## config.mk

```make
export PLATFORM = sky130hd
export DESIGN_NAME = cbpo_sqrt_cell
export DESIGN_NICKNAME = d
export VERILOG_FILES = /design/src/rtl/cbpo_pkg.sv /design/src/rtl/cbpo_sqrt_cell.sv
export SDC_FILE = /design/constraint.sdc
export NUM_CORES = 1
export LEC_CHECK = 0
export ABC_AREA = 1
export BUFFER_PORTS_ARGS = -buffer_cell sky130_fd_sc_hd__buf_4
export CAP_MARGIN = 20
export CORE_MARGIN = 10
export CORE_UTILIZATION = 25
export DETAILED_ROUTE_END_ITERATION = 6
export PLACE_DENSITY = 0.48
export SYNTH_ARGS = -nofsm -noshare
export SYNTH_HDL_FRONTEND = slang
export SYNTH_SLANG_ARGS = --single-unit
```

## constraint.sdc

```tcl
create_clock -name clk -period 6.4 [get_ports clk]
set_input_delay 1.28 -clock clk [delete_from_list [all_inputs] [get_ports clk]]
set_output_delay 1.28 -clock clk [all_outputs]
set_load 0.01 [all_outputs]
```

## src/rtl/cbpo_pkg.sv

```systemverilog
`default_nettype none
package cbpo_pkg;

  localparam int POS_W = 24;
  localparam int RAD_W = 16;

  typedef struct packed {
    logic signed [POS_W-1:0] center_x;
    logic signed [POS_W-1:0] center_y;
    logic [RAD_W-1:0]        radius;
    logic signed [POS_W-1:0] box_min_x;
    logic signed [POS_W-1:0] box_min_y;
    logic signed [POS_W-1:0] box_max_x;
    logic signed [POS_W-1:0] box_max_y;
    logic                    box_solid;
    logic                    is_projectile;
  } in_t;

  typedef struct packed {
    logic signed [POS_W-1:0] new_x;
    logic signed [POS_W-1:0] new_y;
    logic                    pushed;
    logic                    destroy;
  } out_t;

  // Per-item context that rides along every cell.
  typedef struct packed {
    logic                    vld;
    logic                    hit;
    logic                    proj;
    logic signed [POS_W-1:0] cx;
    logic signed [POS_W-1:0] cy;
    logic                    sx;
    logic                    sy;
    logic [RAD_W-1:0]        ax;
    logic [RAD_W-1:0]        ay;
    logic [RAD_W-1:0]        r;
  } ctx_t;

  typedef struct packed {
    ctx_t        ctx;
    logic [31:0] rad;
    logic [17:0] rem;
    logic [15:0] root;
  } sq_t;

  typedef struct packed {
    ctx_t        ctx;
    logic [15:0] s;
    logic [33:0] rx;
    logic [33:0] ry;
    logic [16:0] qx;
    logic [16:0] qy;
  } dv_t;

endpackage
`default_nettype wire

```

## src/rtl/cbpo_sqrt_cell.sv

```systemverilog
`default_nettype none
module cbpo_sqrt_cell
  import cbpo_pkg::*;
(
  input  wire logic clk,
  input  wire logic rst_n,
  input  wire logic en,
  input  sq_t       d_i,
  output sq_t       d_o
);

  sq_t         d_r;
  sq_t         d_nxt;
  logic [19:0] shifted;
  logic [19:0] trial;

  always_comb begin
    shifted = {d_i.rem, d_i.rad[31:30]};
    trial   = {2'b00, d_i.root, 2'b01};
    d_nxt     = d_i;
    d_nxt.rad = {d_i.rad[29:0], 2'b00};
    if (shifted >= trial) begin
      d_nxt.rem  = 18'(shifted - trial);
      d_nxt.root = {d_i.root[14:0], 1'b1};
    end else begin
      d_nxt.rem  = shifted[17:0];
      d_nxt.root = {d_i.root[14:0], 1'b0};
    end
  end

  always_ff @(posedge clk) begin
    if (!rst_n) begin
      d_r.ctx.vld <= 1'b0;
    end else if (en) begin
      d_r <= d_nxt;
    end
  end

  assign d_o = d_r;

endmodule
`default_nettype wire

```

# After elaboration in Yosys (flattened, before gate mapping)
# Index checks and enable logic that the tools add are counted.
totals:
  word_cells: 17
  output_inout_bits: 167
  in_bits: 170
  ff_bits: 165
op_classes:
  reduce_logical: 1
  order_cmp: 1
  mux: 1
  n_addsub: 1
ops:
  columns: ["op", "n"]
  rows:
  - ["2-to-1 mux 34 bit", 1]
  - ["greater-or-equal comparator 20 x 18 -> 1 bit", 1]
  - ["subtractor 18 bit", 1]
  - ["AND reduction 2 bit", 1]

# Longest topological paths before layout
# Gate-level depths: netlist of run 1.
logic_depth:
  depth_word: 2
  ltp_mapped: 14
  mapped_depth_nobuf: 13

# Worst setup path before layout of run 1
# No wires, ideal clock.
synth_path:
  path_type: "input -> register"
  from: "input port rst_n"
  to: "register d_r, in the netlist d_o[0], enable pin"
  n_path_buf: 0
  required_ns: 5.884
  arrival_time_ns: 4.469
  setup_time_ns: 0.516
  stages: 2
  slack_ns: 1.415
  cell_sequence: "nand2_1 inv_1"
synth_via:
  elab_chain_len: 1
synth_lines:
  columns: ["element", "line", "rtl"]
  rows:
  - ["start: declaration", "cbpo_sqrt_cell.sv:6", "input wire logic rst_n,"]
  - ["AND reduction 2 bit (no line)", null, null]
  - ["end signal: assignment", "cbpo_sqrt_cell.sv:35", "d_r <= d_nxt;"]
  - ["end: declaration", "cbpo_sqrt_cell.sv:12", "sq_t d_r;"]
# Every way passes these cells.
# A chain may end at the register's enable or synchronous reset.

==> flow_metrics.env, run 1 <==
export IMPL_status="complete, no violations"
export IMPL_p_per_area_nw_per_um2=276
export IMPL_cts_root_buf="clkbuf_16"
export IMPL_pre_cts_ws_ns=3.14
export IMPL_finalSetupTns_ns=0
export IMPL_fp_coreArea_um2=25100
export IMPL_postPlaceCellArea_um2=9270
export IMPL_min_path_cells=2
export IMPL_slew_headroom=0.428
export IMPL_antenna_found_initial=0
export IMPL_worst_setup_path_end_kind="flop"
export IMPL_clk_pin_slew_ns=0.08
export IMPL_routabilityCongestion=0.788
export IMPL_utilization=0.392
export IMPL_cts_inserted_buffers=17
export IMPL_hp_class="reg2reg"
export IMPL_synth_area_leader_cell="edfxtp_1"
export IMPL_hold_path_end="d_o[166]$_SDFFE_PN0P_"
export IMPL_static_leakage_power_nw=4.37
export IMPL_slowest_delay_ns=0.37
export IMPL_ant_nets=0
export IMPL_critical_path_class="in2reg"
export IMPL_r2r_end="d_o[166]$_SDFFE_PN0P_"
export IMPL_clock_path_buffers=2
export IMPL_maxCapViolations=0
export IMPL_crit_top_cell="nand2_1"
export IMPL_drtPass1Iterations=4
export IMPL_vias=4602
export IMPL_die_x_um=180
export IMPL_drive_gt1_frac=0.470
export IMPL_die_area_um2=32300
export IMPL_r2r_start="d_o[166]$_SDFFE_PN0P_"
export IMPL_grt_pass1_vias=4761
export IMPL_yosysSeqAreaShare=0.776
export IMPL_fin_cells=1141
export IMPL_rsz0062_at_grt="no"
export IMPL_io_pins=337
export IMPL_slowest_stage="ha_1"
export IMPL_die_h_um=180
export IMPL_mostFrequentLayoutCells="buf_4, edfxtp_1, nand2_1"
export IMPL_drt_iter0_markers=220
export IMPL_clk_latency_ns=0.42
export IMPL_initial_core_util=0.254
export IMPL_routedWlPerCell_um=20.3
export IMPL_worstPathArrival_ns=2.96
export IMPL_nets=985
export IMPL_synthesis_instances=446
export IMPL_cp_cell_sequence="buf_4 > inv_1 > ha_1 > nand2_1 > nor2_1 > nand2_2 > nor2_2 > nand2_1 > nand2_1 > nor2_1 > nand2_4 > inv_4 > nand2_1 > nand2_1"
export IMPL_cts_sinks=165
export IMPL_hold_buffers=0
export IMPL_final_common_cell="buf_4"
export IMPL_postCtsSetupRepairBufs=0
export IMPL_grt_pass1_wl_um=33300
export IMPL_worst_setup_path_start_kind="input port"
export IMPL_wl_um=23100
export IMPL_required_ns=6.57
export IMPL_drv_slew=0
export IMPL_ys_types=26
export IMPL_grt_start_max_net_pins=93
export IMPL_synth_top_area_frac=0.773
export IMPL_avgViaCountPerCell=4.03
export IMPL_overflow=0
export IMPL_post_dp_hpwl_um=18700
export IMPL_cts_resized=0
export IMPL_final_hold_violation_count=0
export IMPL_fin_crit_sh=0.436
export IMPL_r2r_slack_ns=5.77
export IMPL_cts_tree="yes"
export IMPL_layout_min_cycle_time_ns=2.79
export IMPL_post_route_drc_count=0
export IMPL_postLayoutSetupSlackWorst_ns=3.61
export IMPL_portBuffers=334
export IMPL_place_inst=1108
export IMPL_synth_seq_cells=165
export IMPL_crit_path_max_fanout=21
export IMPL_syn_area_per_cell_um2=14.3
export IMPL_worst_r2r_path_depth=2
export IMPL_ys_warn_count=0
export IMPL_ys_top_cells_by_area="edfxtp_1, nand2_1, ha_1, inv_1, a21oi_1"
export IMPL_worst_pin_slew_ns=0.857
export IMPL_setup_viol=0
export IMPL_postLayoutCellArea_um2=9850
export IMPL_track_usage=0.139
export IMPL_rows=58
export IMPL_area_growth_pct=54.6
export IMPL_synth_cell_area_um2=6370
export IMPL_vdd_drop_max_uv=173
export IMPL_fin_skew_ns=0
export IMPL_largest_reg_flops=165
export IMPL_hold_start="d_o[166]$_SDFFE_PN0P_"
export IMPL_htree_levels=4
export IMPL_fmax_mhz=358
## worst max path at each step
stage	startpoint	end	slack [ns]	cells past startpoint
2_1_floorplan	rst_n	d_o[0]$_DFFE_PP_	1.42	2
3_3_place_gp	d_i[11]	d_o[31]$_DFFE_PP_	3.13	14
3_5_place_dp	d_i[9]	d_o[28]$_DFFE_PP_	3.14	14
4_1_cts	d_i[9]	d_o[27]$_DFFE_PP_	3.58	14
5_1_grt	d_i[8]	d_o[25]$_DFFE_PP_	3.41	14
6_report	d_i[9]	d_o[32]$_DFFE_PP_	3.61	14
## metrics by stage
stage | hold slack, ns | total power, W
floorplan | 0.555 | 0.00149
global placement | 0.536 | 0.00173
detailed placement | 0.538 | 0.00173
CTS | 0.551 | 0.00276
global route | 0.597 | 0.00284
finish | 0.550 | 0.00272
## where the power goes
group | switching [W] | leakage, nW | total, W | internal, W
combinational | 0.000203 | 2.54 | 0.000399 | 0.000197
clock | 0.000496 | 0.282 | 0.00102 | 0.000523
sequential | 0.0000204 | 1.55 | 0.00130 | 0.00128
total | 0.000719 | 4.37 | 0.00272 | 0.00200
## worst max-delay path: cells and delay by family
family / cells / cell delay (ns)
simple gates: 10 / 1.02
fa+ha+maj: 1 / 0.37
buf+inv: 3 / 0.29
## layer usage
layer  part of all wire  vias up  global-route usage
met5                  0        -                   0
met4             0.0061        0              0.0278
met3              0.077        7              0.0536
met2               0.53      192               0.255
met1               0.38     2164               0.147
li1                   -     2239                   -
## Yosys cell counts
cell type and instances:
nand4_1 2, inv_4 1, o21ai_0 5, xnor2_1 1, nand3_1 13, ha_1 18, conb_1 1, xor2_2 1
a21oi_1 14, o21bai_1 1, nand3_2 5, xor2_1 8, buf_6 3, nor2_2 2, inv_2 1, nand2_1 123
inv_1 52, dfxtp_1 1, nand2_2 2, nor3_1 1, a211oi_1 1, buf_4 2, nand2_4 1, edfxtp_1 164
nand3b_1 6, nor2_1 17
## area by class of cell
class / instances / area [µm²]
Fill cell: 2485 / 15300
Sequential cell: 165 / 4940
Timing Repair Buffer: 336 / 2520
Multi-Input combinational cell: 223 / 1180
Clock buffer: 17 / 425
Tap cell: 330 / 413
Inverter: 54 / 210
Clock inverter: 15 / 158
Antenna cell: 1 / 2.50
## kinds of logic (layout without fill, tap and decap cells)
| family | count (synthesis) | after routing | synth area share |
|---|---|---|---|
| other | 1 | 3 | 0.000588 |
| and+or+nand+nor | 172 | 172 | 0.116 |
| xor gates and xnor gates | 10 | 10 | 0.0149 |
| AOI/OAI and AO/OA | 21 | 21 | 0.0173 |
| DFF | 165 | 165 | 0.776 |
| buffers and inverters | 59 | 422 | 0.0399 |
| adders and majority gates | 18 | 18 | 0.0353 |
(Power assumes the default switching activity.)
==> inputs of run 2 (changes only) <==
==> constraint.sdc (replaced) <==
create_clock -name clk -period 2.6 [get_ports clk]
set_input_delay 0.52 -clock clk [delete_from_list [all_inputs] [get_ports clk]]
set_output_delay 0.52 -clock clk [all_outputs]
set_load 0.01 [all_outputs]
==> run 2 against run 1 <==
Largest cell class unchanged. Design area rose by 1.2%. Die area did not move. Via count did not move. Flip-flop and latch count did not move. Wire length fell by 2.1%. Highest routed layer is now met5. Non-clock buffer count rose by 9.
==> flow_metrics.env, run 2 (synthesis results as in run 1) <==
export IMPL_status="complete, no violations"
export IMPL_drv_slew=0
export IMPL_cts_tree="yes"
export IMPL_post_route_drc_count=0
export IMPL_use_met1=0.144
export IMPL_worst_setup_path_start_kind="input port"
export IMPL_die_h_um=180
export IMPL_p_seq_frac=0.478
export IMPL_hp_class="in2reg"
export IMPL_hold_buffers=0
export IMPL_die_area_um2=32300
export IMPL_vias=4602
export IMPL_clk_latency_ns=0.42
export IMPL_die_x_um=180
export IMPL_layout_min_cycle_time_ns=1.99
export IMPL_cp_cell_sequence="buf_4 > inv_1 > ha_1 > nand2_1 > inv_1 > nand2_1 > nor2_1 > nand2_1 > nand3b_1 > nand2_1 > nand2_4 > inv_4 > nand2_1 > nand2_1"
export IMPL_cts_root_buf="clkbuf_16"
export IMPL_rows=58
export IMPL_fp_coreArea_um2=25100
export IMPL_drt_iter0_markers=244
export IMPL_crit_path_max_fanout=19
export IMPL_worst_r2r_path_depth=2
export IMPL_grt_util_met3=0.0524
export IMPL_static_leakage_power_nw=4.43
export IMPL_vdd_drop_max_uv=413
export IMPL_critical_path_class="in2reg"
export IMPL_p_sw_frac=0.261
export IMPL_power_frac_comb=0.151
export IMPL_r2r_start="d_o[166]$_SDFFE_PN0P_"
export IMPL_maxCapViolations=0
export IMPL_path_delay_family="simple AND/OR/NAND/NOR gates"
export IMPL_r2r_slack_ns=1.97
export IMPL_fin_crit_sh=0.764
export IMPL_clk_pin_slew_ns=0.08
export IMPL_utilization=0.397
export IMPL_antenna_found_initial=2
export IMPL_mostFrequentLayoutCells="buf_4, edfxtp_1, nand2_1"
export IMPL_portBuffers=334
export IMPL_slowest_delay_ns=0.35
export IMPL_p_sw_w=0.00175
export IMPL_crit_buf_inv=4
export IMPL_cp_startpoint="d_i[4]"
export IMPL_drtPass1Iterations=4
export IMPL_rsz0062_at_grt="no"
export IMPL_cp_endpoint="d_o[28]$_DFFE_PP_"
export IMPL_cts_resized=0
export IMPL_track_usage=0.136
export IMPL_intPower_w=0.00494
export IMPL_path_depth=14
export IMPL_finalSetupTns_ns=0
export IMPL_wl_um=22600
export IMPL_final_common_cell="buf_4"
export IMPL_cts_sinks=165
export IMPL_avgViaCountPerCell=4.00
export IMPL_clock_path_buffers=2
export IMPL_cts_inserted_buffers=17
export IMPL_hold_slack_ns=0.264
export IMPL_worstPathArrival_ns=2.15
export IMPL_grt_start_max_net_pins=64
export IMPL_overflow=0
export IMPL_grt_pass1_vias=4855
export IMPL_ant_nets=0
export IMPL_p_per_area_nw_per_um2=671
export IMPL_io_pins=337
export IMPL_fmax_mhz=503
export IMPL_required_ns=2.77
export IMPL_worst_setup_path_end_kind="flop"
export IMPL_p_clk_frac=0.372
export IMPL_routedWlPerCell_um=19.7
export IMPL_routabilityCongestion=0.780
export IMPL_postCtsSetupRepairBufs=0
export IMPL_grt_pass1_wl_um=32800
export IMPL_slowest_stage="ha_1"
export IMPL_post_dp_hpwl_um=18500
export IMPL_use_met2=0.247
export IMPL_area_growth_pct=56.5
export IMPL_crit_top_cell="nand2_1"
export IMPL_final_hold_violation_count=0
export IMPL_fin_skew_ns=0
export IMPL_largest_reg_flops=165
export IMPL_nets=994
export IMPL_htree_levels=4
export IMPL_setup_viol=0
export IMPL_drive_gt1_frac=0.477
export IMPL_grt_busiest_layer="met2"
export IMPL_r2r_end="d_o[166]$_SDFFE_PN0P_"
export IMPL_initial_core_util=0.254
==> run 2: final cells by class <==
class,count,area (µm²)
Timing Repair Buffer,345,2630
Antenna cell,1,2.50
Clock inverter,14,153
Multi-Input combinational cell,223,1190
Tap cell,330,413
Fill cell,2428,15100
Clock buffer,18,429
Inverter,54,209
Sequential cell,165,4940
==> run 2: worst min path at each step <==
stage,start,end,cells after the start
floorplan,d_o[166]$_SDFFE_PN0P_,d_o[166]$_SDFFE_PN0P_,2
global placement,d_o[166]$_SDFFE_PN0P_,d_o[166]$_SDFFE_PN0P_,2
detailed placement,d_o[166]$_SDFFE_PN0P_,d_o[166]$_SDFFE_PN0P_,2
CTS,d_i[141],d_o[141]$_DFFE_PP_,1
global route,d_i[66],d_o[66]$_DFFE_PP_,1
finish,d_i[136],d_o[136]$_DFFE_PP_,1
==> run 2: routing by layer <==
metal | up-vias | share of wire
met4 | 2 | 0.0086
li1 | 2259 | -
met1 | 2134 | 0.38
met3 | 11 | 0.074
met5 | - | 0.00031
met2 | 196 | 0.54
==> run 2: power by group through the flow <==
stage | combinational (W) | clock [W] | sequential (W)
2_1_floorplan | 0.000296 | 0 | 0.00337
3_3_place_gp | 0.00104 | 0 | 0.00325
3_5_place_dp | 0.00104 | 0 | 0.00326
4_1_cts | 0.00104 | 0.00257 | 0.00320
5_1_grt | 0.00111 | 0.00268 | 0.00321
6_report | 0.00101 | 0.00249 | 0.00320
==> run 2: through the flow <==
| step | power, W | instances | cell area, µm² | setup slack, ns |
|---|---|---|---|---|
| floorplan | 0.00366 | 447 | 6400 | -0.778 |
| global placement | 0.00429 | 1117 | 9390 | 0.161 |
| detailed placement | 0.00430 | 1117 | 9390 | 0.134 |
| CTS | 0.00681 | 1149 | 9970 | 0.572 |
| global route | 0.00700 | 1150 | 9970 | 0.375 |
| finish | 0.00669 | 1150 | 9970 | 0.612 |
==> inputs of run 3 (changes only) <==
--- a/config.mk
+++ b/config.mk
@@ -11,7 +11,7 @@
 export CORE_MARGIN = 10
 export CORE_UTILIZATION = 25
 export DETAILED_ROUTE_END_ITERATION = 6
-export PLACE_DENSITY = 0.48
+export PLACE_DENSITY = 0.49
 export SYNTH_ARGS = -nofsm -noshare
 export SYNTH_HDL_FRONTEND = slang
 export SYNTH_SLANG_ARGS = --single-unit
==> constraint.sdc (replaced) <==
create_clock -name clk -period 1.8 [get_ports clk]
set_input_delay 0.36 -clock clk [delete_from_list [all_inputs] [get_ports clk]]
set_output_delay 0.36 -clock clk [all_outputs]
set_load 0.01 [all_outputs]
==> run 3 against run 2 <==
Via count increased by 3.5%. Total power increased by 48%. Combinational power increased by 61%. Die area unchanged. Largest cell class unchanged. Clock skew unchanged. Clock power increased by 47%. Critical path type unchanged. Final cell count increased by 3.7%. Clock-buffer cell count unchanged. Non-clock buffer count increased by 44. Flip-flop and latch count unchanged. Sequential share of layout area decreased by 2.6 points.
==> flow_metrics.env, run 3 (synthesis results as in run 1) <==
export IMPL_status="complete, no violations"
export IMPL_drive_gt1_frac=0.525
export IMPL_crit_top_cell="nand2_1"
export IMPL_nets=1038
export IMPL_cts_root_buf="clkbuf_16"
export IMPL_rsz0062_at_grt="no"
export IMPL_cp_startpoint="d_i[6]"
export IMPL_vdd_drop_max_uv=402
export IMPL_drv_slew=0
export IMPL_hp_class="in2reg"
export IMPL_utilization=0.419
export IMPL_layout_min_cycle_time_ns=1.71
export IMPL_worst_r2r_path_depth=2
export IMPL_required_ns=1.99
export IMPL_slowest_stage="a21oi_1"
export IMPL_final_common_cell="buf_4"
export IMPL_antenna_found_initial=1
export IMPL_cp_endpoint="d_o[33]$_DFFE_PP_"
export IMPL_regArea_um2=4940
export IMPL_power_w=0.00990
export IMPL_static_leakage_power_nw=4.66
export IMPL_pre_cts_ws_ns=-0.349
export IMPL_final_hold_violation_count=0
export IMPL_routedWlPerCell_um=19.1
export IMPL_fin_skew_ns=0
export IMPL_grt_pass1_wl_um=33100
export IMPL_ant_nets=0
export IMPL_htree_levels=4
export IMPL_fillCellCount=2449
export IMPL_area_growth_pct=65.3
export IMPL_mostFrequentLayoutCells="buf_4, edfxtp_1, nand2_1"
export IMPL_p_per_area_nw_per_um2=940
export IMPL_fmax_mhz=585
export IMPL_setup_viol=0
export IMPL_postCtsSetupRepairBufs=0
export IMPL_drt_iter0_markers=216
export IMPL_clk_pin_slew_ns=0.08
export IMPL_crit_path_max_fanout=3
export IMPL_maxCapViolations=0
export IMPL_r2r_start="d_o[166]$_SDFFE_PN0P_"
export IMPL_post_dp_hpwl_um=18600
export IMPL_drtPass1Iterations=4
export IMPL_cp_cell_sequence="buf_4 > inv_1 > ha_4 > buf_4 > nand2_1 > inv_1 > a21oi_1 > nand3_1 > nand2_1 > nand3_1 > nand3_2 > nand2_1"
export IMPL_grt_start_max_net_pins=63
export IMPL_fp_coreArea_um2=25100
export IMPL_critical_path_class="in2reg"
export IMPL_initial_core_util=0.254
export IMPL_die_area_um2=32300
export IMPL_finalSetupTns_ns=0
export IMPL_antenna_cells=0
export IMPL_vias=4765
export IMPL_portBuffers=334
export IMPL_worst_setup_path_start_kind="input port"
export IMPL_overflow=0
export IMPL_clock_path_buffers=2
export IMPL_fin_crit_sh=0.949
export IMPL_slowest_delay_ns=0.26
export IMPL_worstPathArrival_ns=1.90
export IMPL_avgViaCountPerCell=3.99
export IMPL_io_pins=337
export IMPL_wl_um=22800
export IMPL_rows=58
export IMPL_cts_inserted_buffers=17
export IMPL_cts_sinks=165
export IMPL_r2r_slack_ns=1.17
export IMPL_clk_latency_ns=0.42
export IMPL_routabilityCongestion=0.820
export IMPL_post_route_drc_count=0
export IMPL_die_x_um=180
export IMPL_die_h_um=180
export IMPL_largest_reg_flops=165
export IMPL_r2r_end="d_o[166]$_SDFFE_PN0P_"
export IMPL_track_usage=0.137
export IMPL_grt_pass1_vias=4853
export IMPL_postLayoutSetupSlackWorst_ns=0.0913
export IMPL_cts_tree="yes"
export IMPL_worst_setup_path_end_kind="flop"
export IMPL_multiInputGateArea_um2=1380
==> run 3: cell types whose count changed in the layout (fill, tap and decap cells not counted), sizes merged <==
cell      previous run  this run
clkinvlp             1         2
diode                1         0
buf                345       389
clkinv               6         4
inv                 61        62
==> run 3: per-stage QoR <==
step / area [µm²] / hold slack [ns] / std cells
final: 10500 / 0.105 / 1193
after global routing: 10500 / 0.0766 / 1193
after CTS: 10500 / 0.0760 / 1193
after detailed placement: 9940 / 0.537 / 1161
after global placement: 9940 / 0.524 / 1161
after floorplan: 6580 / 0.453 / 447
==> run 3: worst min-delay path by stage <==
stage,start,endpoint,slack (ns),depth (start not counted)
2_1_floorplan,en,d_o[166]$_SDFFE_PN0P_,0.45,1
3_3_place_gp,d_o[166]$_SDFFE_PN0P_,d_o[166]$_SDFFE_PN0P_,0.52,2
3_5_place_dp,d_o[166]$_SDFFE_PN0P_,d_o[166]$_SDFFE_PN0P_,0.54,2
4_1_cts,d_i[80],d_o[80]$_DFFE_PP_,0.08,1
5_1_grt,d_i[44],d_o[46]$_DFFE_PP_,0.08,1
6_report,d_i[144],d_o[144]$_DFFE_PP_,0.11,1
==> run 3: what timing repair did <==
action | in CTS | in global routing
gates resized for setup | 0 | 1
hold buffers | 0 | 0
setup endpoints to repair | 0 | 1
==> run 3: power breakdown <==
group	internal (W)	leakage, nW	total (W)	switching (W)
combinational	0.000864	2.82	0.00163	0.000766
clock	0.00190	0.288	0.00365	0.00175
sequential	0.00454	1.55	0.00462	0.0000730
==> run 3: worst max-delay path: cells and delay by family <==
family	cells	cell delay, ns
buffers and inverters	4	0.43
and+or+nand+nor	6	0.64
adders and majority gates	1	0.22
AOI/OAI and AO/OA	1	0.26
==> run 3: layout make-up <==
type,instances,area share
Sequential cell,165,0.469
Timing Repair Buffer,389,0.284
Multi-Input combinational cell,223,0.131
Inverter,54,0.0198
Clock inverter,14,0.0146
Tap cell,330,0.0392
Clock buffer,18,0.0417
==> run 3: routing by layer <==
| layer | part of all wire | wire [µm] | vias to the layer above | track usage |
|---|---|---|---|---|
| met4 | 0.013 | 305 | 2 | 0.0364 |
| li1 | - | - | 2346 | - |
| met5 | 0.00088 | 20 | - | 0 |
| met1 | 0.39 | 8890 | 2202 | 0.148 |
| met3 | 0.075 | 1710 | 17 | 0.0520 |
| met2 | 0.52 | 11900 | 198 | 0.246 |
