### config.mk
export PLATFORM = sky130hd
export DESIGN_NAME = cbpo_div_cell
export DESIGN_NICKNAME = d
export VERILOG_FILES = /design/src/rtl/cbpo_pkg.sv /design/src/rtl/cbpo_div_cell.sv
export SDC_FILE = /design/constraint.sdc
export NUM_CORES = 1
export LEC_CHECK = 0
export ABC_AREA = 1
export BUFFER_PORTS_ARGS = -buffer_cell sky130_fd_sc_hd__buf_2
export CAP_MARGIN = 20
export CORE_AREA = 2 2 170 172
export DETAILED_ROUTE_END_ITERATION = 8
export DIE_AREA = 0 0 172 174
export PLACE_DENSITY_LB_ADDON = 0.15
export SLEW_MARGIN = 20
export SYNTH_ARGS = -nofsm -noshare
export SYNTH_HDL_FRONTEND = slang
export SYNTH_SLANG_ARGS = --single-unit
### constraint.sdc
create_clock -name clk -period 5.1 [get_ports clk]
set_input_delay 0.51 -clock clk [delete_from_list [all_inputs] [get_ports clk]]
set_output_delay 0.51 -clock clk [all_outputs]
set_load 0.02 [all_outputs]
### src/rtl/cbpo_pkg.sv
`default_nettype none
package cbpo_pkg;

  localparam int POS_W = 24;
  localparam int RAD_W = 16;

  typedef struct packed {
    logic signed [POS_W-1:0] center_x;
    logic signed [POS_W-1:0] center_y;
    logic [RAD_W-1:0]        radius;
    logic signed [POS_W-1:0] box_min_x;
    logic signed [POS_W-1:0] box_min_y;
    logic signed [POS_W-1:0] box_max_x;
    logic signed [POS_W-1:0] box_max_y;
    logic                    box_solid;
    logic                    is_projectile;
  } in_t;

  typedef struct packed {
    logic signed [POS_W-1:0] new_x;
    logic signed [POS_W-1:0] new_y;
    logic                    pushed;
    logic                    destroy;
  } out_t;

  // Per-item context that rides along every cell.
  typedef struct packed {
    logic                    vld;
    logic                    hit;
    logic                    proj;
    logic signed [POS_W-1:0] cx;
    logic signed [POS_W-1:0] cy;
    logic                    sx;
    logic                    sy;
    logic [RAD_W-1:0]        ax;
    logic [RAD_W-1:0]        ay;
    logic [RAD_W-1:0]        r;
  } ctx_t;

  typedef struct packed {
    ctx_t        ctx;
    logic [31:0] rad;
    logic [17:0] rem;
    logic [15:0] root;
  } sq_t;

  typedef struct packed {
    ctx_t        ctx;
    logic [15:0] s;
    logic [33:0] rx;
    logic [33:0] ry;
    logic [16:0] qx;
    logic [16:0] qy;
  } dv_t;

endpackage
`default_nettype wire

### src/rtl/cbpo_div_cell.sv
`default_nettype none
module cbpo_div_cell
  import cbpo_pkg::*;
#(
  parameter int K = 0
)
(
  input  wire logic clk,
  input  wire logic rst_n,
  input  wire logic en,
  input  dv_t       d_i,
  output dv_t       d_o
);

  dv_t         d_r;
  dv_t         d_nxt;
  logic [34:0] dsh;
  logic        bx;
  logic        by;

  always_comb begin
    dsh = 35'({d_i.s, 1'b0}) << K;
    bx  = {1'b0, d_i.rx} >= dsh;
    by  = {1'b0, d_i.ry} >= dsh;
    d_nxt    = d_i;
    d_nxt.qx = {d_i.qx[15:0], bx};
    d_nxt.qy = {d_i.qy[15:0], by};
    if (bx) begin
      d_nxt.rx = 34'({1'b0, d_i.rx} - dsh);
    end
    if (by) begin
      d_nxt.ry = 34'({1'b0, d_i.ry} - dsh);
    end
  end

  always_ff @(posedge clk) begin
    if (!rst_n) begin
      d_r.ctx.vld <= 1'b0;
    end else if (en) begin
      d_r <= d_nxt;
    end
  end

  assign d_o = d_r;

endmodule
`default_nettype wire

# ---- Word level (Yosys, flattened, before mapping)
# Index checks and enable logic that the tools add are counted.
dict set report totals {
  regBits 219
  latchBits 0
  ramBits 0
  mem_bits_ro 0
  in_bits 222
  word_cells 22
  mem_count 0
}
dict set report classes {
  addsub 2
  mul 0
  n_div 0
  order_cmp 2
  n_eq_ne 0
  shift 0
  muxes 2
  bitwise 0
  reduce_logical 1
}
# cell n
set op_table {}
lappend op_table {{$ge 34x17->1} 2}
lappend op_table {{$mux 34} 2}
lappend op_table {{$sub 34x17->34} 2}
lappend op_table {{$reduce_and 2->1} 1}

# ---- Logic depth before layout (Yosys ltp)
# Gate-level depths: netlist of run 1.
dict set report depth {
  depth_word 2
  depth_mapped 15
}

# ---- Worst setup path before layout of run 1
# OpenSTA, ideal clock, no wires.
dict set report synth_path {
  kind {input to register}
  startpoint {in rst_n}
  endpoint {reg d_r, in the netlist d_o[0], enable pin}
  setup_ns 0.569
  arrival_ns 4.728
  t_required_ns 4.531
  slack_ns -0.198
  cell_stages 2
  path_cell_list {nand2_1 > inv_1}
}
dict set report synth_between {
  elab_chain_cells 1
}
# element line_no
set synth_lines {}
lappend synth_lines {{from (decl)} cbpo_div_cell.sv:9} ;# input wire logic rst_n,
lappend synth_lines {{$reduce_and 2->1 (no source line)} --}
lappend synth_lines {{to (signal assigned)} cbpo_div_cell.sv:40} ;# d_r <= d_nxt;
lappend synth_lines {{to (decl)} cbpo_div_cell.sv:15} ;# dv_t d_r;
# No other way between the ends.
# A chain may end at the register's enable or synchronous reset.

==> summary.md, run 1 <==
| Metric | Value |
|---|---|
| Post-Synthesis Cells | about 1,100 |
| Synth Area in Compound Gates | 0.0357 |
| Fin nets | 1,832 |
| Synthesis-stage register bit count | between 200 and 250 |
| Tightest Pin Transition | between 0.8 and 0.9 ns |
| I/O Pins | between 400 and 500 |
| CP max FO | 32 |
| Share of the synthesized area in the top cell type | 0.604 |
| H-tree lvl count | 1 |
| Max-cap violation count | 0 |
| First-pass GRT wire length | approximately 50 mm |
| Iter 0 DRT Violations | a little over 500 |
| Final Skew | 0 ns |
| Die area | 29,900 sq um |
| DR pass1 iterations | 5 |
| Largest net degree at the start of global routing | between 100 and 150 |
| Fin crit period | ~2.6 ns |
| CP peak stage delay | approximately 0.67 ns |
| Worst setup SP type | input port |
| Share of layout cells above drive strength 1 | 0.316 |
| Final Hold Viols | 0 |
| Synthesized net count | approximately 1,400 |
| Slew headroom | 0.425 |
| Area post-placement | around 13,000 sq um |
| Sw frac | 0.275 |
| Status | finished clean |
| Avg Vias per Cell | about 4.6 |
| Pint | around 3.4 mW |
| Pwr Total | 4.70 mW |
| Initial Utilization | 0.384 |
| Post-CTS Hold Fix Bufs | 0 |
| Final setup fails | 0 |
| Yosys Warn Count | 0 |
| Synth area leader | edfxtp_1 |
| Die X-Extent | between 150 and 200 microns |
| CTS clk-pin slew, worst paths | about 0.060 ns |
| Hpwl dp | around 28 mm |
| RSZ-0062 raised after global routing | false |
| PortBufs | 438 |
| Site row count | 62 |
| GRT overflow | 0 |
| Critical Path RT | between 5 and 6 ns |
| Crit path max-delay cell type | nor2_4 |
| Longest Clk Path Bufs | 3 |
| Post-CTS setup buffer count | 0 |
| Seq/Total Area, Yosys | 0.606 |
| P_sw | about 1.3 mW |
| Worst-path cell chain | buf_2, inv_1, ha_1, a21oi_1, o21ai_0, a21oi_2, nand2_2, nor2_4, a21oi_1 |
| Lkg Pwr | between 6 and 7 nW |
| Clock Latency Late Sink | around 0.5 ns |
| Tcrit/Tclk final | 0.508 |
| Cells on worst reg2reg path | 2 |
| Hold crit path type | input port to flip-flop |
| Layout fillers | around 2,700 |
| Sum Neg Setup Slack | 0 ns |
| Fin area | 14,200 sq um |
| Hold path depth | 1 |
| Setup CP Type | input port to flip-flop |
| Mapped cell area | between 10,000 and 15,000 sq um |
| Mux share of post-synthesis cell area | 0 |
| Fmax | a little under 400 MHz |
| Hold_ws | about 0.17 ns |
| Placer congestion estimate | slightly above 0.9 |
| Fin util | 0.504 |
| Clk root buf | clkbuf_16 |
| Comb power frac | 0.179 |
| Mean Syn Cell Area | approximately 9.7 sq um |
| Synth cell types | 29 |
| DRC | 0 |
| Cell Pwr Density | between 300 and 400 nW/um^2 |
| Sequential power share | 0.463 |
| Crit-path most repeated cell | a21oi_1 |
| Clock network fraction of design power | 0.358 |
| Die Y | 174 microns |
| Max reg flops | ~220 |
| DR vias | roughly 9,200 |
| Routed WL per cell | around 17 microns |
| Most area-consuming cells after synthesis | edfxtp_1, nand2_1, inv_1 |
| Final Max Tran Viols | 0 |
| CTS buffer count | 25 |
| CP Capture Type | flip-flop |
| Vias in the first global route | 8,811 |
| GR Util All Layers | 0.224 |
| Final WL | approximately 35 mm |
| Area grow syn2layout | 31.4% |
| Critical Path AT | between 2 and 3 ns |
| VDD IR max | slightly below 0.2 mV |
| Cts repair resizes | 0 |
| ANT nets after route | 0 |
| Adder-cell share of the synthesized area | 0.0406 |
| Simple-Gate Fraction of Synth Area | 0.223 |
| Antenna violations before repair | 11 |
| CTS tree | yes |
| Area of the core | between 20,000 and 30,000 sq um |
| Largest family of logic cells by synthesized area | simple AND/OR/NAND/NOR gates |
| XOR/XNOR Fraction of Synth Area | 0.0234 |
| Clock sink total | approximately 220 |
## cell type report
class | instances | area (sq um) | share of cell area
clock buffer | 29 | 641 | 0.0450
clock inverter | 13 | 114 | 0.00799
sequential | 219 | 6570 | 0.461
inverter | 178 | 672 | 0.0472
antenna | 6 | 15.0 | 0.00105
multi-input combinational | 711 | 3500 | 0.246
tap | 384 | 480 | 0.0337
timing repair buffer | 441 | 2250 | 0.158
## placed cells by master, fill, tap and decap left out, types with 6 or more instances in the layout
| cell | n |
|---|---|
| inv_1 | 176 |
| clkinv_1 | 6 |
| nand3_1 | 58 |
| edfxtp_1 | 218 |
| clkbuf_16 | 25 |
| diode_2 | 6 |
| buf_2 | 438 |
| nor2_1 | 81 |
| a21oi_1 | 58 |
| nor3_1 | 19 |
| ha_1 | 32 |
| nand2_2 | 15 |
| nand2_1 | 370 |
| o21ai_0 | 9 |
| xor2_1 | 27 |
| nand4_1 | 18 |
## per-layer routing
layer | GRT usage | share of wire | vias up
li1 | - | - | 4580
met1 | 0.258 | 0.39 | 4212
met2 | 0.404 | 0.50 | 306
met3 | 0.0537 | 0.076 | 68
met4 | 0.0777 | 0.032 | 10
met5 | 0 | 0.0019 | -
## power by group through the flow
| stage | combinational, mW | clock, mW | sequential [mW] |
|---|---|---|---|
| after floorplan | 0.323 | 0 | 2.39 |
| after global placement | 0.840 | 0 | 2.21 |
| after detailed placement | 0.849 | 0 | 2.21 |
| after CTS | 0.852 | 1.73 | 2.17 |
| after global routing | 0.926 | 1.80 | 2.19 |
| final | 0.843 | 1.68 | 2.17 |
## cells by family (layout without fill, tap and decap cells)
group,after synthesis,after routing
AND/OR/NAND/NOR,575,575
flip-flops,219,219
buffers and inverters,188,661
AO/OA/AOI/OAI,73,73
adder cells (fa/ha/maj),34,34
XOR/XNOR,29,29
other,0,6
## worst max-delay path, delay by kind of cell
family	cells	cell delay [ns]
compound gates	4	0.96
fa+ha+maj	1	0.30
buf+inv	2	0.24
simple gates	2	0.79
## per-stage QoR
step / setup slack (ns) / instances
detailed placement: 2.00 / 1933
global route: 2.36 / 1979
CTS: 2.55 / 1975
floorplan: 0.863 / 1118
finish: 2.51 / 1981
global placement: 2.03 / 1932
## synthesized netlist by cell type, drive strengths merged
master    n
nor3b     2
nand3    59
xnor2     2
a21oi    62
edfxtp  218
xor2     27
fa        2
ha       32
buf      10
inv     178
nand3b    2
nor3     19
nand4    19
o21ai    10
dfxtp     1
nor2     85
nor2b     3
o21bai    1
nand2   386
## final timing paths
check | slack (ns) | endpoint | start
setup reg to reg | 4.48 | d_o[218] | d_o[218]
hold / removal | 0.17 | d_o[119] | d_i[119]
hold reg to reg | 0.54 | d_o[218] | d_o[218]
setup / recovery | 2.51 | d_o[89] | d_i[116]
Note: power is estimated with default switching activity, not from simulation.
==> inputs of run 2 (changes only) <==
--- a/config.mk
+++ b/config.mk
@@ -8,9 +8,9 @@
 export ABC_AREA = 1
 export BUFFER_PORTS_ARGS = -buffer_cell sky130_fd_sc_hd__buf_2
 export CAP_MARGIN = 20
-export CORE_AREA = 2 2 170 172
+export CORE_AREA = 2 2 171 173
 export DETAILED_ROUTE_END_ITERATION = 8
-export DIE_AREA = 0 0 172 174
+export DIE_AREA = 0 0 173 175
 export PLACE_DENSITY_LB_ADDON = 0.15
 export SLEW_MARGIN = 20
 export SYNTH_ARGS = -nofsm -noshare
==> constraint.sdc (replaced) <==
create_clock -name clk -period 2.63 [get_ports clk]
set_input_delay 0.263 -clock clk [delete_from_list [all_inputs] [get_ports clk]]
set_output_delay 0.263 -clock clk [all_outputs]
set_load 0.02 [all_outputs]
==> summary.md, run 2 (synthesized netlist as in run 1, its figures left out) <==
| Metric | Value |
|---|---|
| DR vias | 9,773 (was 9,176) |
| Final Max Tran Viols | 0 (unchanged) |
| Placed insts | 1,942 (was 1,933) |
| Longest Clk Path Bufs | 3 (unchanged) |
| Vias in the first global route | 9,579 (was 8,811) |
| Critical Path RT | 2.91 ns (was 5.31 ns) |
| Hold_ws | 0.0265 ns (was 0.168 ns) |
| Share of layout cells above drive strength 1 | 0.297 (was 0.316) |
| Die area | 30,300 sq um (was 29,900 sq um) |
| Die X-Extent | 173 microns (was 172 microns) |
| Sw frac | 0.281 (was 0.275) |
| Avg Vias per Cell | 4.56 (was 4.63) |
| Setup CP Type | input port to flip-flop (unchanged) |
| Area of the core | 28,400 sq um (was 28,200 sq um) |
| GR Util All Layers | 0.237 (was 0.224) |
| Slew headroom | 0.601 (was 0.425) |
| Iter 0 DRT Violations | 676 (was 512) |
| Pint | 6.91 mW (was 3.41 mW) |
| Clock network fraction of design power | 0.369 (was 0.358) |
| Crit-path most repeated cell | inv_1 (was a21oi_1) |
| Final worst slack | 0.202 ns (was 2.51 ns) |
| Clock sink total | 219 (unchanged) |
| CTS clk-pin slew, worst paths | 0.06 ns (about the same) |
| Clk root buf | clkbuf_16 (unchanged) |
| Clock Latency Late Sink | 0.53 ns (was 0.50 ns) |
| Status | finished clean (unchanged) |
| I/O Pins | 441 (unchanged) |
| CP max FO | 19 (was 32) |
| ANT nets after route | 0 (unchanged) |
| Place WS | 0.216 ns (was 2.00 ns) |
| Routed WL per cell | 17.2 microns (was 17.5 microns) |
| Placer congestion estimate | 0.930 (was 0.918) |
| Antenna violations before repair | 2 (was 11) |
| Site row count | 62 (unchanged) |
| RSZ-0062 raised after global routing | false (unchanged) |
| Layout fillers | 2,486 (was 2,741) |
| DR pass1 iterations | 5 (unchanged) |
| Cell Pwr Density | 601 nW/um^2 (was 330 nW/um^2) |
| Final Hold Viols | 0 (unchanged) |
| Critical Path AT | 2.71 ns (was 2.80 ns) |
| Fin crit period | between 2 and 2.5 ns |
| P_sw | 2.69 mW (was 1.29 mW) |
| CP Capture Type | flip-flop (unchanged) |
| Largest net degree at the start of global routing | 73 (was 108) |
| Fin nets | 1,995 (was 1,832) |
| Fin util | 0.562 (was 0.504) |
| Comb power frac | 0.192 (was 0.179) |
| CTS buffer count | 25 (unchanged) |
| Tcrit/Tclk final | 0.923 |
| Area grow syn2layout | 47.3% (was 31.4%) |
| Die Y | 175 microns (was 174 microns) |
| Initial Utilization | 0.382 (was 0.384) |
| H-tree lvl count | 1 (unchanged) |
| Finished Layout Cells | 2,142 (was 1,981) |
| Max reg flops | 219 (unchanged) |
| CTS tree | yes (unchanged) |
| Hpwl dp | 27.8 mm (was 28.2 mm) |
| First-pass GRT wire length | 55.6 mm (was 50.4 mm) |
| Crit path max-delay cell type | dlygate4sd3_1 (was nor2_4) |
| PortBufs | 438 (unchanged) |
| Cts repair resizes | 0 (unchanged) |
| DRC | 0 (unchanged) |
| Max-cap violation count | 0 (unchanged) |
| Sequential power share | 0.439 (was 0.463) |
| Area post-placement | 13,600 sq um (was 13,500 sq um) |
| Final setup fails | 0 (unchanged) |
| Final Skew | 0 ns (unchanged) |
| Fin area | 16,000 sq um (was 14,200 sq um) |
| Final WL | 36.8 mm (was 34.6 mm) |
| Worst setup SP type | input port (unchanged) |
| Lkg Pwr | 7.44 nW (was 6.71 nW) |
| CP peak stage delay | 0.54 ns (was 0.67 ns) |
| Leading cell types in the layout, fill and taps excluded | buf_2, nand2_1, edfxtp_1 (unchanged) |
| Tightest Pin Transition | 0.592 ns (was 0.860 ns) |
| Commonest non-fill, non-tap cell in the layout | buf_2 (unchanged) |
| Fmax | between 400 and 500 MHz |
| VDD IR max | 0.408 mV (was 0.198 mV) |
| Hold crit path type | input port to flip-flop (unchanged) |
| Worst-path cell chain | dlygate4sd3_1, buf_2, inv_1, ha_1, a21oi_1, o21ai_0, a21oi_2, nand4_4, nand2_1, inv_1 (was buf_2, inv_1, ha_1, a21oi_1, o21ai_0, a21oi_2, nand2_2, nor2_4, a21oi_1) |
| GRT overflow | 0 (unchanged) |
==> run 2: cell types whose count changed in the layout (fill, tap and decap cells not counted), moves of 2 or more <==
cell and change:
clkbuf_1 -4, buf_12 +2, dlygate4sd3_1 +154, clkinv_1 -3
inv_6 +2, clkbuf_8 +4, diode_2 -5, clkinvlp_4 +4
buf_4 +7, clkinv_2 -2
==> run 2: layout make-up <==
| class | instances | area, sq um | share of cell area |
|---|---|---|---|
| diodes | 1 | 2.50 | 0.000157 |
| clock buffers | 29 | 681 | 0.0426 |
| clock inverters | 16 | 160 | 0.0100 |
| inverters | 178 | 672 | 0.0421 |
| multi-input cells | 711 | 3520 | 0.220 |
| flip-flops and latches | 219 | 6570 | 0.411 |
| well taps | 384 | 480 | 0.0301 |
| repair buffers | 604 | 3890 | 0.243 |
==> run 2: through the flow <==
| stage | TNS (ns) | power, mW |
|---|---|---|
| after floorplan | -285.42 | 5.27 |
| after global placement | 0 | 5.92 |
| final | 0 | 9.60 |
| after CTS | 0 | 9.67 |
| after detailed placement | 0 | 5.93 |
| after global routing | 0 | 10.0 |
==> run 2: worst paths after layout <==
| path | startpoint | end | slack, ns | depth (start not counted) |
|---|---|---|---|---|
| worst max-delay path | d_i[116] | d_o[59] | 0.20 | 10 |
| worst min-delay path | d_i[72] | d_o[72] | 0.03 | 3 |
| worst max register to register | d_o[218] | d_o[218] | 1.46 | 3 |
| worst min register to register | d_o[218] | d_o[218] | 1.10 | 3 |
==> run 2: power groups by stage <==
stage	logic, mW	clock network [mW]	registers [mW]
2_1_floorplan	0.627	0	4.64
3_3_place_gp	1.64	0	4.28
4_1_cts	1.84	3.62	4.21
6_report	1.84	3.55	4.22
3_5_place_dp	1.65	0	4.28
5_1_grt	2.00	3.76	4.24
==> run 2: what timing repair did <==
action / in CTS / in global routing
hold buffers: 154 / 0
endpoints found under the hold margin: 153 / 0
setup buffers: 0 / 0
==> run 2: layer usage <==
| metal | track usage | vias up | share of wire |
|---|---|---|---|
| li1 | - | 4901 | - |
| met1 | 0.293 | 4468 | 0.41 |
| met2 | 0.417 | 347 | 0.49 |
| met3 | 0.0505 | 55 | 0.067 |
| met4 | 0.0699 | 2 | 0.026 |
| met5 | 0 | - | 0.00035 |
==> run 2: worst max-delay path: cells and delay by family <==
kind / cells / cell delay [ns]
AOI/OAI and AO/OA: 3 / 0.81
adders and majority gates: 1 / 0.28
and+or+nand+nor: 2 / 0.52
buffers and inverters: 4 / 0.81
==> inputs of run 3 (changes only) <==
--- a/config.mk
+++ b/config.mk
@@ -8,9 +8,9 @@
 export ABC_AREA = 1
 export BUFFER_PORTS_ARGS = -buffer_cell sky130_fd_sc_hd__buf_2
 export CAP_MARGIN = 20
-export CORE_AREA = 2 2 171 173
+export CORE_AREA = 2 2 170 172
 export DETAILED_ROUTE_END_ITERATION = 8
-export DIE_AREA = 0 0 173 175
+export DIE_AREA = 0 0 172 174
 export PLACE_DENSITY_LB_ADDON = 0.15
 export SLEW_MARGIN = 20
 export SYNTH_ARGS = -nofsm -noshare
==> constraint.sdc (replaced) <==
create_clock -name clk -period 2.05 [get_ports clk]
set_input_delay 0.205 -clock clk [delete_from_list [all_inputs] [get_ports clk]]
set_output_delay 0.205 -clock clk [all_outputs]
set_load 0.02 [all_outputs]
==> summary.md, run 3 (synthesized netlist as in run 1, its figures left out) <==
| Metric | Value |
|---|---|
| Status | finished, violations left (was finished clean) |
| Failing checks | setup timing |
| Die area | 29,900 sq um (was 30,300 sq um) |
| Fin nets | 2,107 (was 1,995) |
| Fin crit period | between 2 and 2.5 ns |
| CP Capture Type | flip-flop (unchanged) |
| Placed insts | 2,031 (was 1,942) |
| Fmax | approximately 480 MHz |
| I/O Pins | 441 (unchanged) |
| Setup CP Type | input port to flip-flop (unchanged) |
| Die X-Extent | 172 microns (was 173 microns) |
| H-tree lvl count | 1 (unchanged) |
| Slew headroom | 0.621 (was 0.601) |
| Antenna violations before repair | 4 (was 2) |
| Cell Pwr Density | 705 nW/um^2 (was 601 nW/um^2) |
| DR vias | 10,400 (was 9,773) |
| Area post-placement | 14,300 sq um (was 13,600 sq um) |
| Finished Layout Cells | 2,257 (was 2,142) |
| R2r setup slk | 0.84 ns (was 1.46 ns) |
| Share of layout cells above drive strength 1 | 0.343 (was 0.297) |
| CTS clk-pin slew, worst paths | 0.06 ns (about the same) |
| Leading cell types in the layout, fill and taps excluded | buf_2, nand2_1, edfxtp_1 (unchanged) |
| CP peak stage delay | 0.54 ns (about the same) |
| Area of the core | 28,200 sq um (was 28,400 sq um) |
| VDD IR max | 0.612 mV (was 0.408 mV) |
| DRC | 0 (unchanged) |
| Hold crit path type | input port to flip-flop (unchanged) |
| Die Y | 174 microns (was 175 microns) |
| Tcrit/Tclk final | 1.01 |
| Largest net degree at the start of global routing | 109 (was 73) |
| Worst-path cell chain | dlygate4sd3_1, buf_2, ha_4, nor2_1, o21ai_2, a21oi_4, nand2_2, nor2_4, clkbuf_16, a21oi_1 (was dlygate4sd3_1, buf_2, inv_1, ha_1, a21oi_1, o21ai_0, a21oi_2, nand4_4, nand2_1, inv_1) |
| Hold path depth | 3 (unchanged) |
| ANT nets after route | 0 (unchanged) |
| Max-cap violation count | 0 (unchanged) |
| P_sw | 3.42 mW (was 2.69 mW) |
| CTS buffer count | 24 (was 25) |
| Clk root buf | clkbuf_16 (unchanged) |
| CP max FO | 6 (was 19) |
| Final setup fails | 6 (was 0) |
| Hold Crit Start | d_i[70] (was d_i[72]) |
| Placer congestion estimate | 0.895 (was 0.930) |
| Critical Path RT | 2.31 ns (was 2.91 ns) |
| DR pass1 iterations | 7 (was 5) |
| Longest Clk Path Bufs | 3 (unchanged) |
| Crit path max-delay cell type | dlygate4sd3_1 (unchanged) |
| Final Max Tran Viols | 0 (unchanged) |
| First-pass GRT wire length | 57.3 mm (was 55.6 mm) |
| Max reg flops | 219 (unchanged) |
| Fin area | 17,200 sq um (was 16,000 sq um) |
| Critical Path AT | 2.34 ns (was 2.71 ns) |
| Lkg Pwr | 8.09 nW (was 7.44 nW) |
| Comb power frac | 0.225 (was 0.192) |
| Final Skew | 0 ns (unchanged) |
| Worst setup SP type | input port (unchanged) |
| GRT overflow | 0 (unchanged) |
| Place WS | -0.112 ns (was 0.216 ns) |
| Hpwl dp | 29.0 mm (was 27.8 mm) |
| Vias in the first global route | 10,300 (was 9,579) |
| Area grow syn2layout | 58.5% (was 47.3%) |
| GR Util All Layers | 0.252 (was 0.237) |
| Avg Vias per Cell | 4.60 (was 4.56) |
| Site row count | 62 (unchanged) |
| CTS tree | yes (unchanged) |
| Iter 0 DRT Violations | 742 (was 676) |
| Final Hold Viols | 0 (unchanged) |
| Pint | 8.70 mW (was 6.91 mW) |
| Hold EP | d_o[70] (was d_o[72]) |
| Commonest non-fill, non-tap cell in the layout | buf_2 (unchanged) |
| Clock Latency Late Sink | 0.51 ns (was 0.53 ns) |
| Clock sink total | 219 (unchanged) |
| Tightest Pin Transition | 0.568 ns (was 0.592 ns) |
| Final worst slack | -0.0239 ns (was 0.202 ns) |
| Cells on worst reg2reg path | 3 (unchanged) |
| PortBufs | 438 (unchanged) |
| Final WL | 39.8 mm (was 36.8 mm) |
| Sw frac | 0.282 (was 0.281) |
| Sequential power share | 0.447 (was 0.439) |
| Clock network fraction of design power | 0.327 (was 0.369) |
| Initial Utilization | 0.384 (was 0.382) |
| RR Endpoint | d_o[218] (unchanged) |
| FF-to-FF Start | d_o[218] (unchanged) |
| Routed WL per cell | 17.7 microns (was 17.2 microns) |
-- run 3: cell count changes in the layout (fill, tap and decap cells not counted), moves of 11 or more --
cell	previous run	this run
ha_4	0	16
ha_1	32	16
buf_2	438	424
nand2_1	369	356
dlymetal6s4s_1	0	14
buf_4	7	102
nand2_2	15	27
dlygate4sd3_1	154	165
-- run 3: layout make-up --
cell class / count / area [sq um]
Clock inverter: 15 / 81.3
Inverter: 178 / 672
Tap cell: 384 / 480
Sequential cell: 219 / 6570
Multi-Input combinational cell: 711 / 3800
Timing Repair Buffer: 717 / 4940
Fill cell: 2477 / 11000
Antenna cell: 4 / 10.0
Clock buffer: 29 / 641
-- run 3: power by group through the flow --
stage / clock network, mW / logic [mW] / registers, mW
2_1_floorplan: 0 / 0.805 / 5.96
3_3_place_gp: 0 / 2.32 / 5.50
3_5_place_dp: 0 / 2.35 / 5.50
4_1_cts: 4.08 / 2.63 / 5.42
5_1_grt: 4.21 / 2.96 / 5.45
6_report: 3.97 / 2.73 / 5.42
-- run 3: worst max path at each step --
stage	from	end	slack, ns	cells after the start
after floorplan	rst_n	d_o[0]	-1.83	2
after global placement	d_i[114]	d_o[38]	-0.08	14
after detailed placement	d_i[114]	d_o[39]	-0.11	14
after CTS	d_i[73]	d_o[82]	0.003	13
after global routing	d_i[50]	d_o[64]	-0.03	10
final	d_i[50]	d_o[58]	-0.02	10
-- run 3: critical path: cells and delay by family --
kind	cells	cell delay, ns
buf+inv	3	0.92
simple gates	3	0.70
compound gates	3	0.35
fa+ha+maj	1	0.16
-- run 3: metrics by stage --
stage | hold WS, ns | power [mW] | utilization | TNS, ns
global placement | 0.381 | 7.82 | 0.505 | -2.46
floorplan | 0.298 | 6.76 | - | -399.22
detailed placement | 0.383 | 7.85 | 0.505 | -4.99
finish | 0.0222 | 12.1 | 0.609 | -0.0942
global route | 0.0251 | 12.6 | 0.609 | -0.117
CTS | 0.000522 | 12.1 | 0.594 | 0
-- run 3: routing by layer --
metal / GRT usage / share of wire / routed length [microns]
met4: 0.123 / 0.048 / 1920
met1: 0.300 / 0.40 / 15900
met2: 0.434 / 0.49 / 19400
met3: 0.0501 / 0.068 / 2720
met5: 0 / 0 / 0
-- run 3: repair_timing --
action	CTS	global route
resized for setup	0	62
buffers inserted	0	7
endpoints found under the setup margin	0	67
endpoints found under the hold margin	178	0
hold buffers	179	0
